--- config.mk ---
export PLATFORM = sky130hd
export DESIGN_NAME = line_edit_buffer_with_layout_core_flat
export DESIGN_NICKNAME = d
export VERILOG_FILES = /design/src/hw/rtl/leb_pkg.sv /design/src/hw/rtl/leb_if.sv /design/src/hw/rtl/leb_ctrl.sv /design/src/hw/rtl/leb_datapath.sv /design/src/hw/rtl/line_edit_buffer_with_layout_core.sv /design/src/flat_wrapper.sv
export SDC_FILE = /design/constraint.sdc
export NUM_CORES = 1
export LEC_CHECK = 0
export ABC_AREA = 1
export BUFFER_PORTS_ARGS = -buffer_cell sky130_fd_sc_hd__buf_2
export CAP_MARGIN = 20
export CORE_MARGIN = 5
export CORE_UTILIZATION = 32
export CTS_CLUSTER_SIZE = 20
export DETAILED_ROUTE_END_ITERATION = 10
export MAX_ROUTING_LAYER = met4
export SLEW_MARGIN = 20
export SYNTH_ARGS = -nofsm -noshare
export SYNTH_HDL_FRONTEND = slang
export SYNTH_SLANG_ARGS = --single-unit
--- constraint.sdc ---
create_clock -name clk_i -period 5.9 [get_ports clk_i]
set_input_delay 0.885 -clock clk_i [delete_from_list [all_inputs] [get_ports clk_i]]
set_output_delay 0.885 -clock clk_i [all_outputs]
set_load 0.03 [all_outputs]
--- src/hw/rtl/leb_pkg.sv ---
// Shared types, codes and constants of the line edit buffer.
// Used by the interfaces, the controller, the datapath and the checker.
package leb_pkg;

  localparam int CAPACITY_DEF      = 64;
  localparam int SCREEN_WIDTH_DEF  = 80;
  localparam int SCREEN_HEIGHT_DEF = 25;

  localparam int OP_W   = 3;
  localparam int CHAR_W = 8;
  localparam int ROW_W  = 5;
  localparam int COL_W  = 7;
  localparam int KIND_W = 2;
  localparam int IDX_W  = 6;
  localparam int CELL_W = 11;
  localparam int ATTR_W = 8;
  localparam int FILL_W = 3;

  // Layout coordinates: a column reaches at most 131, a row at most 32.
  localparam int X_W    = 8;
  localparam int Y_W    = 7;
  localparam int PROD_W = 16;

  localparam logic [ATTR_W-1:0] ATTR_RESET = 8'd7;
  localparam logic [CHAR_W-1:0] CH_TAB     = 8'd9;
  localparam logic [CHAR_W-1:0] CH_NL      = 8'd10;
  localparam logic [CHAR_W-1:0] CH_SPACE   = 8'd32;
  localparam logic [FILL_W-1:0] TAB_STEP   = 3'd4;

  typedef enum logic [OP_W-1:0] {
    OP_INSERT = 3'd0,
    OP_DELETE = 3'd1,
    OP_LEFT   = 3'd2,
    OP_RIGHT  = 3'd3,
    OP_CLEAR  = 3'd4,
    OP_REDRAW = 3'd5
  } op_e;

  typedef enum logic [KIND_W-1:0] {
    KIND_STATUS = 2'd0,
    KIND_WRITE  = 2'd1,
    KIND_CURSOR = 2'd2
  } kind_e;

  typedef struct packed {
    logic load;
    logic start_shift;
    logic shift_step;
    logic fill_step;
    logic start_del;
    logic del_step;
    logic del_commit;
    logic mv_left;
    logic mv_right;
    logic clear;
    logic rd_start;
    logic walk_step;
    logic out_status;
    logic out_final;
    logic status_acc;
  } leb_cmd_t;

  typedef struct packed {
    logic ins_ok;
    logic del_ok;
    logic left_ok;
    logic right_ok;
    logic clr_acc;
    logic shift_done;
    logic fill_last;
    logic del_done;
    logic walk_end;
    logic out_free;
  } leb_sts_t;

endpackage

--- src/hw/rtl/leb_if.sv ---
// Command and result channel interfaces of the line edit buffer.
// Depends on leb_pkg for the field widths.
interface leb_cmd_if import leb_pkg::*; ();
  logic              valid;
  logic              ready;
  logic [OP_W-1:0]   op;
  logic [CHAR_W-1:0] char_code;
  logic [ROW_W-1:0]  origin_row;
  logic [COL_W-1:0]  origin_col;

  modport source (output valid, op, char_code, origin_row, origin_col, input ready);
  modport sink (input valid, op, char_code, origin_row, origin_col, output ready);
endinterface

interface leb_res_if import leb_pkg::*; ();
  logic              valid;
  logic              ready;
  logic [KIND_W-1:0] kind;
  logic              accepted;
  logic [IDX_W-1:0]  cursor_index;
  logic [IDX_W-1:0]  text_length;
  logic [CELL_W-1:0] cell_index;
  logic [CHAR_W-1:0] glyph;
  logic [ATTR_W-1:0] attribute;
  logic [ROW_W-1:0]  screen_row;
  logic [COL_W-1:0]  screen_col;
  logic              last;

  modport source (
    output valid, kind, accepted, cursor_index, text_length, cell_index, glyph,
           attribute, screen_row, screen_col, last,
    input  ready
  );
  modport sink (
    input  valid, kind, accepted, cursor_index, text_length, cell_index, glyph,
           attribute, screen_row, screen_col, last,
    output ready
  );
endinterface

--- src/hw/rtl/leb_ctrl.sv ---
// Command sequencer of the line edit buffer.
// Depends on leb_pkg; drives the datapath through leb_cmd_t and reads leb_sts_t.
module leb_ctrl import leb_pkg::*; (
  input  logic            clk_i,
  input  logic            rst_ni,
  input  logic            in_valid_i,
  input  logic [OP_W-1:0] op_i,
  input  leb_sts_t        sts_i,
  output logic            in_ready_o,
  output leb_cmd_t        cmd_o
);

  typedef enum logic [6:0] {
    S_IDLE   = 7'b0000001,
    S_SHIFT  = 7'b0000010,
    S_FILL   = 7'b0000100,
    S_DEL    = 7'b0001000,
    S_STATUS = 7'b0010000,
    S_WALK   = 7'b0100000,
    S_FINAL  = 7'b1000000
  } state_e;

  state_e state_q, state_d;
  logic   acc_q, acc_d;
  op_e    op;

  assign op         = op_e'(op_i);
  assign in_ready_o = (state_q == S_IDLE);

  always_comb begin
    state_d = state_q;
    acc_d   = acc_q;
    cmd_o   = '0;
    cmd_o.status_acc = acc_q;
    unique case (state_q)
      S_IDLE: begin
        if (in_valid_i) begin
          cmd_o.load = 1'b1;
          state_d    = S_STATUS;
          acc_d      = 1'b0;
          unique case (op)
            OP_INSERT: begin
              if (sts_i.ins_ok) begin
                cmd_o.start_shift = 1'b1;
                state_d           = S_SHIFT;
              end
            end
            OP_DELETE: begin
              if (sts_i.del_ok) begin
                cmd_o.start_del = 1'b1;
                state_d         = S_DEL;
              end
            end
            OP_LEFT: begin
              cmd_o.mv_left = sts_i.left_ok;
              acc_d         = sts_i.left_ok;
            end
            OP_RIGHT: begin
              cmd_o.mv_right = sts_i.right_ok;
              acc_d          = sts_i.right_ok;
            end
            OP_CLEAR: begin
              cmd_o.clear = 1'b1;
              acc_d       = sts_i.clr_acc;
            end
            OP_REDRAW: begin
              cmd_o.rd_start = 1'b1;
              state_d        = S_WALK;
            end
            default: begin
              acc_d = 1'b0;
            end
          endcase
        end
      end
      S_SHIFT: begin
        cmd_o.shift_step = 1'b1;
        if (sts_i.shift_done) begin
          state_d = S_FILL;
        end
      end
      S_FILL: begin
        cmd_o.fill_step = 1'b1;
        if (sts_i.fill_last) begin
          acc_d   = 1'b1;
          state_d = S_STATUS;
        end
      end
      S_DEL: begin
        cmd_o.del_step = 1'b1;
        if (sts_i.del_done) begin
          cmd_o.del_commit = 1'b1;
          acc_d            = 1'b1;
          state_d          = S_STATUS;
        end
      end
      S_STATUS: begin
        cmd_o.out_status = sts_i.out_free;
        if (sts_i.out_free) begin
          state_d = S_IDLE;
        end
      end
      S_WALK: begin
        cmd_o.walk_step = 1'b1;
        if (sts_i.walk_end) begin
          state_d = S_FINAL;
        end
      end
      S_FINAL: begin
        cmd_o.out_final = sts_i.out_free;
        if (sts_i.out_free) begin
          state_d = S_IDLE;
        end
      end
      default: begin
        state_d = S_IDLE;
      end
    endcase
  end

  always_ff @(posedge clk_i or negedge rst_ni) begin
    if (!rst_ni) begin
      state_q <= S_IDLE;
      acc_q   <= 1'b0;
    end else begin
      state_q <= state_d;
      acc_q   <= acc_d;
    end
  end

endmodule

--- src/hw/rtl/leb_datapath.sv ---
// Text memory, cursor, layout walker and result register of the line edit buffer.
// Depends on leb_pkg; executes the commands of leb_ctrl and reports leb_sts_t.
module leb_datapath import leb_pkg::*; #(
  parameter int CAPACITY      = CAPACITY_DEF,
  parameter int SCREEN_WIDTH  = SCREEN_WIDTH_DEF,
  parameter int SCREEN_HEIGHT = SCREEN_HEIGHT_DEF
) (
  input  logic              clk_i,
  input  logic              rst_ni,
  input  logic              cfg_we_i,
  input  logic [ATTR_W-1:0] cfg_wdata_i,
  input  leb_cmd_t          cmd_i,
  output leb_sts_t          sts_o,
  input  logic [CHAR_W-1:0] char_code_i,
  input  logic [ROW_W-1:0]  origin_row_i,
  input  logic [COL_W-1:0]  origin_col_i,
  output logic              out_valid_o,
  input  logic              out_ready_i,
  output logic [KIND_W-1:0] kind_o,
  output logic              accepted_o,
  output logic [IDX_W-1:0]  cursor_index_o,
  output logic [IDX_W-1:0]  text_length_o,
  output logic [CELL_W-1:0] cell_index_o,
  output logic [CHAR_W-1:0] glyph_o,
  output logic [ATTR_W-1:0] attribute_o,
  output logic [ROW_W-1:0]  screen_row_o,
  output logic [COL_W-1:0]  screen_col_o,
  output logic              last_o
);

  localparam int AW = $clog2(CAPACITY);
  localparam logic [X_W-1:0] WIDTH_X  = X_W'(SCREEN_WIDTH);
  localparam logic [Y_W-1:0] HEIGHT_Y = Y_W'(SCREEN_HEIGHT);
  localparam logic [Y_W-1:0] BOTTOM_Y = Y_W'(SCREEN_HEIGHT - 1);

  logic [CHAR_W-1:0] text_mem_q [CAPACITY];
  logic [CHAR_W-1:0] rd_data_q;
  logic              mem_we, mem_re;
  logic [AW-1:0]     mem_waddr, mem_raddr;
  logic [CHAR_W-1:0] mem_wdata;

  logic [AW-1:0]     cursor_q, cursor_d, length_q, length_d, p_q, p_d;
  logic [AW-1:0]     wr_addr_q, wr_addr_d;
  logic              pend_q, pend_d;
  logic [FILL_W-1:0] fill_cnt_q, fill_cnt_d;
  logic [CHAR_W-1:0] char_q, char_d;
  logic [X_W-1:0]    scol_q, scol_d, x_q, x_d, tx_q, tx_d;
  logic [Y_W-1:0]    y_q, y_d, ty_q, ty_d;
  logic [ATTR_W-1:0] attr_q;

  logic [AW-1:0]     n_in;
  logic [AW:0]       ins_sum, p_plus;
  logic              del_more, at_cursor, walk_end, emit, advance, out_free;
  logic [X_W-1:0]    x_inc, x_tab4, x_tab, x_nx;
  logic [Y_W-1:0]    y_inc, y_raw;
  logic              load_write, load_any;
  logic [X_W-1:0]    sel_x;
  logic [Y_W-1:0]    sel_y;
  logic [PROD_W-1:0] cell_full;

  logic              out_valid_q;
  kind_e             kind_q;
  logic              acc_q;
  logic [IDX_W-1:0]  cur_out_q, len_out_q;
  logic [CELL_W-1:0] cell_q;
  logic [CHAR_W-1:0] glyph_q;
  logic [ATTR_W-1:0] attr_out_q;
  logic [ROW_W-1:0]  row_q;
  logic [COL_W-1:0]  col_q;
  logic              last_q;

  // Status toward the sequencer.
  assign n_in     = (char_code_i == CH_TAB) ? AW'(TAB_STEP) : AW'(1);
  assign ins_sum  = {1'b0, length_q} + {1'b0, n_in};
  assign p_plus   = {1'b0, p_q} + (AW + 1)'(1);
  assign del_more = (p_plus < {1'b0, length_q});
  assign out_free = !out_valid_q || out_ready_i;

  assign sts_o.ins_ok     = (ins_sum < (AW + 1)'(CAPACITY));
  assign sts_o.del_ok     = (cursor_q != '0) && (length_q != '0);
  assign sts_o.left_ok    = (cursor_q != '0);
  assign sts_o.right_ok   = (cursor_q < length_q);
  assign sts_o.clr_acc    = (cursor_q != '0) || (length_q != '0);
  assign sts_o.shift_done = (p_q == cursor_q) && !pend_q;
  assign sts_o.fill_last  = (fill_cnt_q == FILL_W'(1));
  assign sts_o.del_done   = !del_more && !pend_q;
  assign sts_o.walk_end   = walk_end;
  assign sts_o.out_free   = out_free;

  // Layout of the character at the walk position.
  assign at_cursor = (p_q == cursor_q);
  assign walk_end  = (p_q == length_q);
  assign emit      = (rd_data_q != CH_NL) && (rd_data_q != CH_TAB) &&
                     (y_q < HEIGHT_Y) && (x_q < WIDTH_X);
  assign advance   = cmd_i.walk_step && !walk_end && (!emit || out_free);
  assign x_inc     = x_q + X_W'(1);
  assign x_tab4    = x_q + X_W'(TAB_STEP);
  assign x_tab     = {x_tab4[X_W-1:2], 2'b00};
  assign y_inc     = y_q + Y_W'(1);

  always_comb begin
    x_nx  = x_inc;
    y_raw = y_q;
    if (rd_data_q == CH_NL) begin
      x_nx  = scol_q;
      y_raw = y_inc;
    end else if (rd_data_q == CH_TAB) begin
      if (x_tab >= WIDTH_X) begin
        x_nx  = x_tab - WIDTH_X;
        y_raw = y_inc;
      end else begin
        x_nx = x_tab;
      end
    end else if (x_inc >= WIDTH_X) begin
      x_nx  = scol_q;
      y_raw = y_inc;
    end
  end

  always_comb begin
    cursor_d   = cursor_q;
    length_d   = length_q;
    p_d        = p_q;
    pend_d     = pend_q;
    wr_addr_d  = wr_addr_q;
    fill_cnt_d = fill_cnt_q;
    char_d     = char_q;
    scol_d     = scol_q;
    x_d        = x_q;
    y_d        = y_q;
    tx_d       = tx_q;
    ty_d       = ty_q;
    mem_we     = 1'b0;
    mem_waddr  = wr_addr_q;
    mem_wdata  = rd_data_q;
    mem_re     = 1'b0;
    mem_raddr  = p_q;

    if (cmd_i.load) begin
      char_d = char_code_i;
      scol_d = X_W'(origin_col_i);
    end
    if (cmd_i.start_shift) begin
      p_d        = length_q;
      pend_d     = 1'b0;
      fill_cnt_d = (char_code_i == CH_TAB) ? TAB_STEP : FILL_W'(1);
    end
    if (cmd_i.shift_step) begin
      mem_we = pend_q;
      if (p_q != cursor_q) begin
        mem_re    = 1'b1;
        mem_raddr = p_q - AW'(1);
        wr_addr_d = p_q - AW'(1) + AW'(fill_cnt_q);
        p_d       = p_q - AW'(1);
        pend_d    = 1'b1;
      end else begin
        pend_d = 1'b0;
      end
    end
    if (cmd_i.fill_step) begin
      mem_we     = 1'b1;
      mem_waddr  = cursor_q;
      mem_wdata  = (char_q == CH_TAB) ? CH_SPACE : char_q;
      cursor_d   = cursor_q + AW'(1);
      length_d   = length_q + AW'(1);
      fill_cnt_d = fill_cnt_q - FILL_W'(1);
    end
    if (cmd_i.start_del) begin
      cursor_d = cursor_q - AW'(1);
      p_d      = cursor_q - AW'(1);
      pend_d   = 1'b0;
    end
    if (cmd_i.del_step) begin
      mem_we = pend_q;
      if (del_more) begin
        mem_re    = 1'b1;
        mem_raddr = p_q + AW'(1);
        wr_addr_d = p_q;
        p_d       = p_q + AW'(1);
        pend_d    = 1'b1;
      end else begin
        pend_d = 1'b0;
      end
    end
    if (cmd_i.del_commit) begin
      length_d = length_q - AW'(1);
    end
    if (cmd_i.mv_left) begin
      cursor_d = cursor_q - AW'(1);
    end
    if (cmd_i.mv_right) begin
      cursor_d = cursor_q + AW'(1);
    end
    if (cmd_i.clear) begin
      cursor_d = '0;
      length_d = '0;
    end
    if (cmd_i.rd_start) begin
      p_d       = '0;
      x_d       = X_W'(origin_col_i);
      y_d       = Y_W'(origin_row_i);
      tx_d      = X_W'(origin_col_i);
      ty_d      = Y_W'(origin_row_i);
      mem_re    = 1'b1;
      mem_raddr = '0;
    end
    if (cmd_i.walk_step && at_cursor) begin
      tx_d = x_q;
      ty_d = y_q;
    end
    if (advance) begin
      x_d       = x_nx;
      y_d       = (y_raw >= HEIGHT_Y) ? BOTTOM_Y : y_raw;
      p_d       = p_q + AW'(1);
      mem_re    = 1'b1;
      mem_raddr = p_q + AW'(1);
    end
  end

  always_ff @(posedge clk_i) begin
    if (mem_we) begin
      text_mem_q[mem_waddr] <= mem_wdata;
    end
    if (mem_re) begin
      rd_data_q <= text_mem_q[mem_raddr];
    end
  end

  always_ff @(posedge clk_i or negedge rst_ni) begin
    if (!rst_ni) begin
      cursor_q   <= '0;
      length_q   <= '0;
      p_q        <= '0;
      pend_q     <= 1'b0;
      fill_cnt_q <= '0;
      attr_q     <= ATTR_RESET;
    end else begin
      cursor_q   <= cursor_d;
      length_q   <= length_d;
      p_q        <= p_d;
      pend_q     <= pend_d;
      fill_cnt_q <= fill_cnt_d;
      if (cfg_we_i) begin
        attr_q <= cfg_wdata_i;
      end
    end
  end

  always_ff @(posedge clk_i) begin
    wr_addr_q <= wr_addr_d;
    char_q    <= char_d;
    scol_q    <= scol_d;
    x_q       <= x_d;
    y_q       <= y_d;
    tx_q      <= tx_d;
    ty_q      <= ty_d;
  end

  // Result register.
  assign load_write = advance && emit;
  assign load_any   = cmd_i.out_status || cmd_i.out_final || load_write;
  assign sel_x      = cmd_i.out_final ? tx_q : x_q;
  assign sel_y      = cmd_i.out_final ? ty_q : y_q;
  assign cell_full  = PROD_W'(sel_y) * PROD_W'(SCREEN_WIDTH) + PROD_W'(sel_x);

  always_ff @(posedge clk_i or negedge rst_ni) begin
    if (!rst_ni) begin
      out_valid_q <= 1'b0;
    end else if (load_any) begin
      out_valid_q <= 1'b1;
    end else if (out_ready_i) begin
      out_valid_q <= 1'b0;
    end
  end

  always_ff @(posedge clk_i) begin
    if (load_any) begin
      cur_out_q  <= IDX_W'(cursor_q);
      len_out_q  <= IDX_W'(length_q);
      acc_q      <= 1'b0;
      cell_q     <= cell_full[CELL_W-1:0];
      glyph_q    <= '0;
      attr_out_q <= '0;
      row_q      <= '0;
      col_q      <= '0;
      last_q     <= 1'b1;
      priority if (cmd_i.out_status) begin
        kind_q <= KIND_STATUS;
        acc_q  <= cmd_i.status_acc;
        cell_q <= '0;
      end else if (cmd_i.out_final) begin
        kind_q <= KIND_CURSOR;
        row_q  <= ty_q[ROW_W-1:0];
        col_q  <= tx_q[COL_W-1:0];
      end else begin
        kind_q     <= KIND_WRITE;
        glyph_q    <= rd_data_q;
        attr_out_q <= attr_q;
        last_q     <= 1'b0;
      end
    end
  end

  assign out_valid_o    = out_valid_q;
  assign kind_o         = kind_q;
  assign accepted_o     = acc_q;
  assign cursor_index_o = cur_out_q;
  assign text_length_o  = len_out_q;
  assign cell_index_o   = cell_q;
  assign glyph_o        = glyph_q;
  assign attribute_o    = attr_out_q;
  assign screen_row_o   = row_q;
  assign screen_col_o   = col_q;
  assign last_o         = last_q;

endmodule

--- src/hw/rtl/line_edit_buffer_with_layout_core.sv ---
// A cursor move, clear or refused command goes from acceptance straight to its status.
// An insert shifts the text from the cursor to the end up by the inserted width, then
// writes the character (four spaces for a tab) and delivers its status; a delete removes
// the character before the cursor, moves the text behind it down by one and then delivers
// its status. A redraw reads one stored character per cycle while the sink does not stall.
// Sink stalls delay results. Reset clears cursor and length, sets the attribute to 7, not text.
module line_edit_buffer_with_layout_core import leb_pkg::*; #(
  parameter int CAPACITY      = CAPACITY_DEF,
  parameter int SCREEN_WIDTH  = SCREEN_WIDTH_DEF,
  parameter int SCREEN_HEIGHT = SCREEN_HEIGHT_DEF
) (
  input  logic              clk_i,
  input  logic              rst_ni,
  input  logic              cfg_we_i,
  input  logic [ATTR_W-1:0] cfg_wdata_i,
  leb_cmd_if.sink           cmd_i,
  leb_res_if.source         res_o
);

  leb_cmd_t cmd;
  leb_sts_t sts;

  leb_ctrl u_ctrl (
    .clk_i      (clk_i),
    .rst_ni     (rst_ni),
    .in_valid_i (cmd_i.valid),
    .op_i       (cmd_i.op),
    .sts_i      (sts),
    .in_ready_o (cmd_i.ready),
    .cmd_o      (cmd)
  );

  leb_datapath #(
    .CAPACITY      (CAPACITY),
    .SCREEN_WIDTH  (SCREEN_WIDTH),
    .SCREEN_HEIGHT (SCREEN_HEIGHT)
  ) u_datapath (
    .clk_i          (clk_i),
    .rst_ni         (rst_ni),
    .cfg_we_i       (cfg_we_i),
    .cfg_wdata_i    (cfg_wdata_i),
    .cmd_i          (cmd),
    .sts_o          (sts),
    .char_code_i    (cmd_i.char_code),
    .origin_row_i   (cmd_i.origin_row),
    .origin_col_i   (cmd_i.origin_col),
    .out_valid_o    (res_o.valid),
    .out_ready_i    (res_o.ready),
    .kind_o         (res_o.kind),
    .accepted_o     (res_o.accepted),
    .cursor_index_o (res_o.cursor_index),
    .text_length_o  (res_o.text_length),
    .cell_index_o   (res_o.cell_index),
    .glyph_o        (res_o.glyph),
    .attribute_o    (res_o.attribute),
    .screen_row_o   (res_o.screen_row),
    .screen_col_o   (res_o.screen_col),
    .last_o         (res_o.last)
  );

endmodule

--- src/flat_wrapper.sv ---
// flat-port wrapper written by rule: the top's interface ports become plain ports
module line_edit_buffer_with_layout_core_flat import leb_pkg::*;
#(
  parameter int CAPACITY      = CAPACITY_DEF,
  parameter int SCREEN_WIDTH  = SCREEN_WIDTH_DEF,
  parameter int SCREEN_HEIGHT = SCREEN_HEIGHT_DEF
)
  (clk_i, rst_ni, cfg_we_i, cfg_wdata_i, cmd_i_valid, cmd_i_op, cmd_i_char_code, cmd_i_origin_row, cmd_i_origin_col, cmd_i_ready, res_o_valid, res_o_kind, res_o_accepted, res_o_cursor_index, res_o_text_length, res_o_cell_index, res_o_glyph, res_o_attribute, res_o_screen_row, res_o_screen_col, res_o_last, res_o_ready);
  leb_cmd_if cmd_i_i ();
  leb_res_if res_o_i ();
  input  logic clk_i;
  input  logic rst_ni;
  input  logic cfg_we_i;
  input  logic [ATTR_W-1:0] cfg_wdata_i;
  input wire logic [$bits(cmd_i_i.valid)-1:0] cmd_i_valid;
  input wire logic [$bits(cmd_i_i.op)-1:0] cmd_i_op;
  input wire logic [$bits(cmd_i_i.char_code)-1:0] cmd_i_char_code;
  input wire logic [$bits(cmd_i_i.origin_row)-1:0] cmd_i_origin_row;
  input wire logic [$bits(cmd_i_i.origin_col)-1:0] cmd_i_origin_col;
  output wire logic [$bits(cmd_i_i.ready)-1:0] cmd_i_ready;
  output wire logic [$bits(res_o_i.valid)-1:0] res_o_valid;
  output wire logic [$bits(res_o_i.kind)-1:0] res_o_kind;
  output wire logic [$bits(res_o_i.accepted)-1:0] res_o_accepted;
  output wire logic [$bits(res_o_i.cursor_index)-1:0] res_o_cursor_index;
  output wire logic [$bits(res_o_i.text_length)-1:0] res_o_text_length;
  output wire logic [$bits(res_o_i.cell_index)-1:0] res_o_cell_index;
  output wire logic [$bits(res_o_i.glyph)-1:0] res_o_glyph;
  output wire logic [$bits(res_o_i.attribute)-1:0] res_o_attribute;
  output wire logic [$bits(res_o_i.screen_row)-1:0] res_o_screen_row;
  output wire logic [$bits(res_o_i.screen_col)-1:0] res_o_screen_col;
  output wire logic [$bits(res_o_i.last)-1:0] res_o_last;
  input wire logic [$bits(res_o_i.ready)-1:0] res_o_ready;
  assign cmd_i_i.valid = cmd_i_valid;
  assign cmd_i_i.op = cmd_i_op;
  assign cmd_i_i.char_code = cmd_i_char_code;
  assign cmd_i_i.origin_row = cmd_i_origin_row;
  assign cmd_i_i.origin_col = cmd_i_origin_col;
  assign cmd_i_ready = cmd_i_i.ready;
  assign res_o_valid = res_o_i.valid;
  assign res_o_kind = res_o_i.kind;
  assign res_o_accepted = res_o_i.accepted;
  assign res_o_cursor_index = res_o_i.cursor_index;
  assign res_o_text_length = res_o_i.text_length;
  assign res_o_cell_index = res_o_i.cell_index;
  assign res_o_glyph = res_o_i.glyph;
  assign res_o_attribute = res_o_i.attribute;
  assign res_o_screen_row = res_o_i.screen_row;
  assign res_o_screen_col = res_o_i.screen_col;
  assign res_o_last = res_o_i.last;
  assign res_o_i.ready = res_o_ready;
  line_edit_buffer_with_layout_core #(.CAPACITY(CAPACITY), .SCREEN_WIDTH(SCREEN_WIDTH), .SCREEN_HEIGHT(SCREEN_HEIGHT)) u_core (.clk_i(clk_i), .rst_ni(rst_ni), .cfg_we_i(cfg_we_i), .cfg_wdata_i(cfg_wdata_i), .cmd_i(cmd_i_i), .res_o(res_o_i));
endmodule
# [Yosys cells after proc, flatten, opt, wreduce, memory -nomap -nowiden]
# Memories as Yosys holds them, arrays and structs flattened. A register that Yosys moved wholly into a read port is not among the register bits.
# Cells that the tools add are included.
[op_classes] addsub=15 n_mul=1 order_cmp=8 n_eq_ne=28 muxes=106 bitwise=1 reduce_logical=36
[op_table] op="2-to-1 mux 6 bit" n=27
[op_table] op="2-to-1 mux 7 bit" n=15
[op_table] op="2-to-1 mux 8 bit" n=10
[op_table] op="case mux 7 bit (6 select lines)" n=1
[op_table] op="2-to-1 mux 1 bit" n=38
[op_table] op="== test 8 x 4 -> 1 bit (second input constant)" n=4
[op_table] op="case mux 7 bit (3 select lines)" n=1
[op_table] op="adder 6 x 1 -> 6 bit (second input constant)" n=3
[op_table] op="subtractor 6 x 1 -> 6 bit (second input constant)" n=3
[op_table] op=">= comparator 8 x 7 -> 1 bit (second input constant)" n=2
[op_table] op="inequality test 8 x 4 -> 1 bit (second input constant)" n=2
[op_table] op="== test 6 bit" n=2
[op_table] op="2-to-1 mux 3 bit" n=4
[op_table] op="nonzero test 6 bit" n=2
[op_table] op="adder 11 x 8 -> 11 bit" n=1
[op_table] op="logical AND 1 bit" n=10
[op_table] op="2-to-1 mux 5 bit" n=2
[op_table] op="adder 8 x 1 -> 8 bit (second input constant)" n=1
[op_table] op="adder 8 x 3 -> 8 bit (second input constant)" n=1
[op_table] op="< comparator 8 x 7 -> 1 bit (second input constant)" n=1
[op_table] op="2-to-1 mux 2 bit" n=4
[op_table] op="2-to-1 mux 4 bit" n=2
[op_table] op="inequality test 2 x 1 -> 1 bit (second input constant)" n=4
[op_table] op="nonzero test 2 bit" n=4
[op_table] op="35 further kinds" n=51
[word_totals] reg_bits=145 ramBits=512 in_bits=36 out_inout_bits=57 wordCells=222 memories=1
[mem_list] name="u_core.u_datapath.text_mem_q" depth=64 word_bits=8 read_ports=1 rd_clocked_by_memory_dff=1 write_ports=1 line="leb_datapath.sv:36" rtl="logic [CHAR_W-1:0] text_mem_q [CAPACITY];"

# [Logic depth before layout (Yosys ltp)]
[logic_depth] ltp_word=16 depth_mapped=26 ltp_nobuf=24

# [Modules after synthesis]
# From an unflattened synthesis, not the netlist that was laid out.
[hier_totals] cells_unflattened=3154 area_unflattened_um2=32128.3
[by_module_without_submodules] mod="leb_datapath" instances=1 cells_per_inst=3026 area_each_um2=31300.0 seq_area_each_um2=19517.5
[by_module_without_submodules] mod="leb_ctrl" instances=1 cells_per_inst=128 area_each_um2=828.3 seq_area_each_um2=201.4

# [Least setup slack after synthesis]
# OpenSTA, ideal clock, no wires.
[synth_path] kind="register to register" from="register u_core.u_ctrl.state_q[0]" to="memory u_core.u_datapath.text_mem_q[0][2], data pin" setup_time_ps=702 t_arrival_ps=3624 required_time_ps=5198 slack_ps=1574 path_stages_with_launch=7 path_buffers=2 synth_period_minus_slack_ps=4326 cell_sequence="dfstp_2 > nor2_2 > inv_2 > nor4_1 > clkbuf_1 > buf_2 > o21ai_0"
[synth_via] elab_chain_len=3
[synth_lines] element="from (decl)" line="leb_ctrl.sv:23" rtl="state_e state_q, state_d;"
[synth_lines] element="from (signal assigned)" line="leb_ctrl.sv:126" rtl="state_q <= state_d;"
[synth_lines] element="== test 7 x 3 -> 1 bit" line="leb_ctrl.sv:35" rtl="unique case (state_q)"
[synth_lines] element="2-to-1 mux 1 bit" line="leb_ctrl.sv:35"
[synth_lines] element="2-to-1 mux 8 bit" line="leb_datapath.sv:160" rtl="if (cmd_i.fill_step) begin"
[synth_lines] element="via u_core.u_datapath.mem_wdata[2]" line="leb_datapath.sv:40" rtl="logic [CHAR_W-1:0] mem_wdata;"
[synth_lines] element="to (decl)" line="leb_datapath.sv:36"
# The timed path passes the listed nets, and every way through them passes these cells.

# [Worst setup path in the final report]
[layout_path] from="register u_core.u_datapath.p_q[0]" to="register u_core.u_datapath.rd_data_q[6], read port of u_core.u_datapath.text_mem_q, data pin"
[layout_via] elab_chain_len=7 word_cells_on_any_way=21 classes_between="add/sub: 3; order compare: 1; eq/ne: 2; mux: 12; reduce/logical: 3"
[layout_lines] element="from (decl)" line="leb_datapath.sv:42" rtl="logic [AW-1:0] cursor_q, cursor_d, length_q, length_d, p_q, p_d;"
[layout_lines] element="from (signal assigned)" line="leb_datapath.sv:240" rtl="p_q <= p_d;"
[layout_lines] element="parallel branches: the longest is 7 deep, another holds adder 6 x 1 -> 7 bit"
[layout_lines] element="to (decl)" line="leb_datapath.sv:37" rtl="logic [CHAR_W-1:0] rd_data_q;"
# Several ways; the timed one is not identified.
# A chain may end at the register's enable or synchronous reset.

==> results.md <==
* Post-Syn Area per Cell at 10.3 um^2
* CTS tree: built
* CTS buffer count at 74
* Worst-skew pair later-pin latency at 640 ps
* Top delay family on crit path: buffers and inverters
* Critical path's largest stage delay at 760 ps
* Setup repair bufs after CTS at 0
* Place WS at 950 ps
* Setup crit start kind: register
* Post-Synthesis Cell Area at 31,700 um^2
* Routability cong. at 0.906
* Crit path capture type: register
* IO buf count at 92
* Setup violators final at 0
* Max-slew headroom at 27.1%
* Leading cell type in the layout, fill and taps excluded: edfxtp_1
* Vias in the first global route at 21,400
* Layout Nets at 3,217
* Tot GR Track Use at 16.3%
* Max FO, Critical Path at 47
* #FFs+latches synth at 665
* Final wirelength at 86,500 um
* Share of cells above drive strength 1 at 9.17%
* Core area at 98,400 um^2
* Hold Violations, Final at 0
* Slew @ Worst Pin at 1080 ps
* Power Density at 540 nW/um^2
* Drt pass-1 iters at 6
* Initial antenna violation count at 2
* Number of synthesized flops with an enable pin at 620
* Dpl hpwl at 52,100 um
* Tmin final at 5010 ps
* Layout Utilization at 36.4%
* Drc violations at 0
* YS warnings at 0
* P&R area growth vs syn at 13.1%
* Layout filler cell count at 9,754
* Area contributors post-synth: edfxtp_1 (59%), nand3_1 (9.4%), nand2_1 (6.0%)
* Clock Sinks at 665
* Most frequent cells in the layout: edfxtp_1 (620), nand3_1 (594), nand2_1 (510)
* Drt wl/cell at 19.3 um
* Crit path DAT at 5490 ps
* Async S/R FF share, synth at 5.86%
* Die height at 325 um
* Total negative setup slack at 0 ps
* DR iter-0 viols at 2,096
* Sequential area share after synthesis at 62.2%
* Critical path required time at 6380 ps
* Final period util at 84.9%
* CTS Hold Bufs at 0
* Met3 Use GR at 3.13%
* Clock skew at 32.3 ps
* Crit. path cell count at 19
* Most Crowded Layer GR: met2
* M1 GR Usage at 22.1%
* Peak supply drop at 0.420 mV
* FF-to-FF path depth at 19
* Most used DFF post-synth: edfxtp_1
* Via count at 22,400
* Worst-path clk slew at 60 ps
* Area leader, netlist: edfxtp_1
* Chip width at 325 um
* Slowest CP cell: clkinv_2
* Netlist cell types at 53
* P_leak at 0.0142 uW
* Clock Tree Root: clkbuf_16
* Final ANT Viol Nets at 0
* Largest net degree at the start of global routing at 161
* Max Cap Viol at 0
* Met2 GRT Util at 25.2%
* Post-CTS sizing at 0
* Via density at 5.00
* Worst hold path type: input pin to asynchronous set/reset pin
* CTS max path bufs at 3
* DIE AREA at 105,000 um^2
* Global-route wire length before repair at 131,000 um
* Mapped Cells at 3,087
* CP dominant cell by count: nand3_1
* Inserted Diodes at 0
* Setup ws final at 890 ps
* Setup Crit Path Kind: register to register
* Final Max Slew Viols at 0
* # rows at 115
* Starting density of the core at 32.2%
* Worst-path cell chain: ha_1, nand3_1, xor2_1, inv_1, ha_1, a21oi_1, nand2_1, nand2_1, nand3_1, inv_4, a21oi_1, a21oi_4, clkinv_2, buf_4, nand3_1, nand3_1, nand3_1, nand3_1, nand2_1
* Area share of the largest cell type after synthesis at 58.7%
* Boundary Pins at 93
* CP bufs+invs at 4
* FMAX at 0.200 GHz
* Outcome: finished clean
* RSZ-0062 raised after global routing: no
* Htree depth at 3
* GRT overflow at 0
## registers in the layout (all words and copies together), names as in the netlist, 7 cells and up
signal,count
u_core.u_datapath.text_mem_q,512
u_core.u_datapath.tx_q,8
u_core.u_datapath.screen_col_o,7
u_core.u_datapath.scol_q,7
u_core.u_datapath.ty_q,7
u_core.u_datapath.attr_q,8
u_core.u_datapath.y_q,7
u_core.u_datapath.glyph_o,8
u_core.u_datapath.cell_index_o,11
u_core.u_datapath.rd_data_q,8
u_core.u_ctrl.state_q,7
u_core.u_datapath.attribute_o,8
u_core.u_datapath.x_q,8
u_core.u_datapath.char_q,8
## layer usage
layer | share of wire (%) | vias up
met5 | 0 | -
met4 | 2.7 | 0
met3 | 7.7 | 153
met2 | 46 | 837
met1 | 44 | 10800
li1 | - | 10600
## synth_stat cells (5+ instances only)
| master | number |
|---|---|
| nor3_1 | 17 |
| buf_6 | 9 |
| o211ai_1 | 11 |
| nand3_1 | 594 |
| inv_2 | 10 |
| dfrtp_1 | 35 |
| dfxtp_1 | 6 |
| ha_1 | 39 |
| nor2_1 | 181 |
| nand4_1 | 15 |
| clkbuf_1 | 20 |
| nand2_2 | 6 |
| buf_1 | 5 |
| nand2_1 | 511 |
| o22ai_1 | 13 |
| nand3b_1 | 176 |
| o21bai_1 | 8 |
| inv_1 | 437 |
| nor2_2 | 6 |
| buf_2 | 90 |
| edfxtp_1 | 620 |
| xor2_1 | 32 |
| buf_4 | 36 |
| xnor2_1 | 9 |
| o21ai_0 | 99 |
| nor4_1 | 6 |
| a21oi_1 | 43 |
## cell type report
type,instances,area [um^2],area share [%]
well taps,1287,1610,4.49
multi-input cells,1814,9550,26.6
flip-flops and latches,665,19700,55.0
clock buffers,89,1910,5.32
inverters,449,1690,4.71
repair buffers,135,900,2.51
clock inverters,43,490,1.37
## report_power, final
| part | internal [uW] | switching, uW | leakage, uW |
|---|---|---|---|
| Sequential | 6130 | 264 | 0.00613 |
| Combinational | 2230 | 6130 | 0.00690 |
| Clock | 2680 | 1930 | 0.00116 |
## logic make-up (layout without fill, tap and decap cells)
logic type	after synthesis	after routing	synth area share, %
compound gates	198	198	3.52
flops	665	665	62.2
simple gates	1531	1531	23.2
xor+xnor	41	41	1.13
buf+inv	609	716	8.21
fa+ha+maj	42	42	1.73
other cells	1	2	0.0118
## final timing paths
path / startpoint / endpoint / slack (ps)
worst max-delay path: u_core.u_datapath.p_q[0] / u_core.u_datapath.rd_data_q[6] / 890
worst min-delay path: rst_ni / u_core.u_datapath.length_q[0] / 130
worst max register to register: u_core.u_datapath.p_q[0] / u_core.u_datapath.rd_data_q[6] / 890
worst min register to register: u_core.u_datapath.wr_addr_q[3] / u_core.u_datapath.wr_addr_q[3] / 480
max in group asynchronous: rst_ni / u_core.u_datapath.attr_q[2] / 5230
min in group clk_i: cmd_i_origin_col[0] / u_core.u_datapath.scol_q[0] / 480
## metrics by stage
stage                     hold WS (ps)  total power [uW]  area [um^2]  instances
final                              134             19400        35900       4482
after global routing               138             20400        35900       4482
after CTS                          429             19400        35800       4480
after detailed placement           479             14800        33400       4348
after global placement             476             14700        33400       4348
after floorplan                    423             12100        31700       3088
Power figures use the tool's default switching activity.
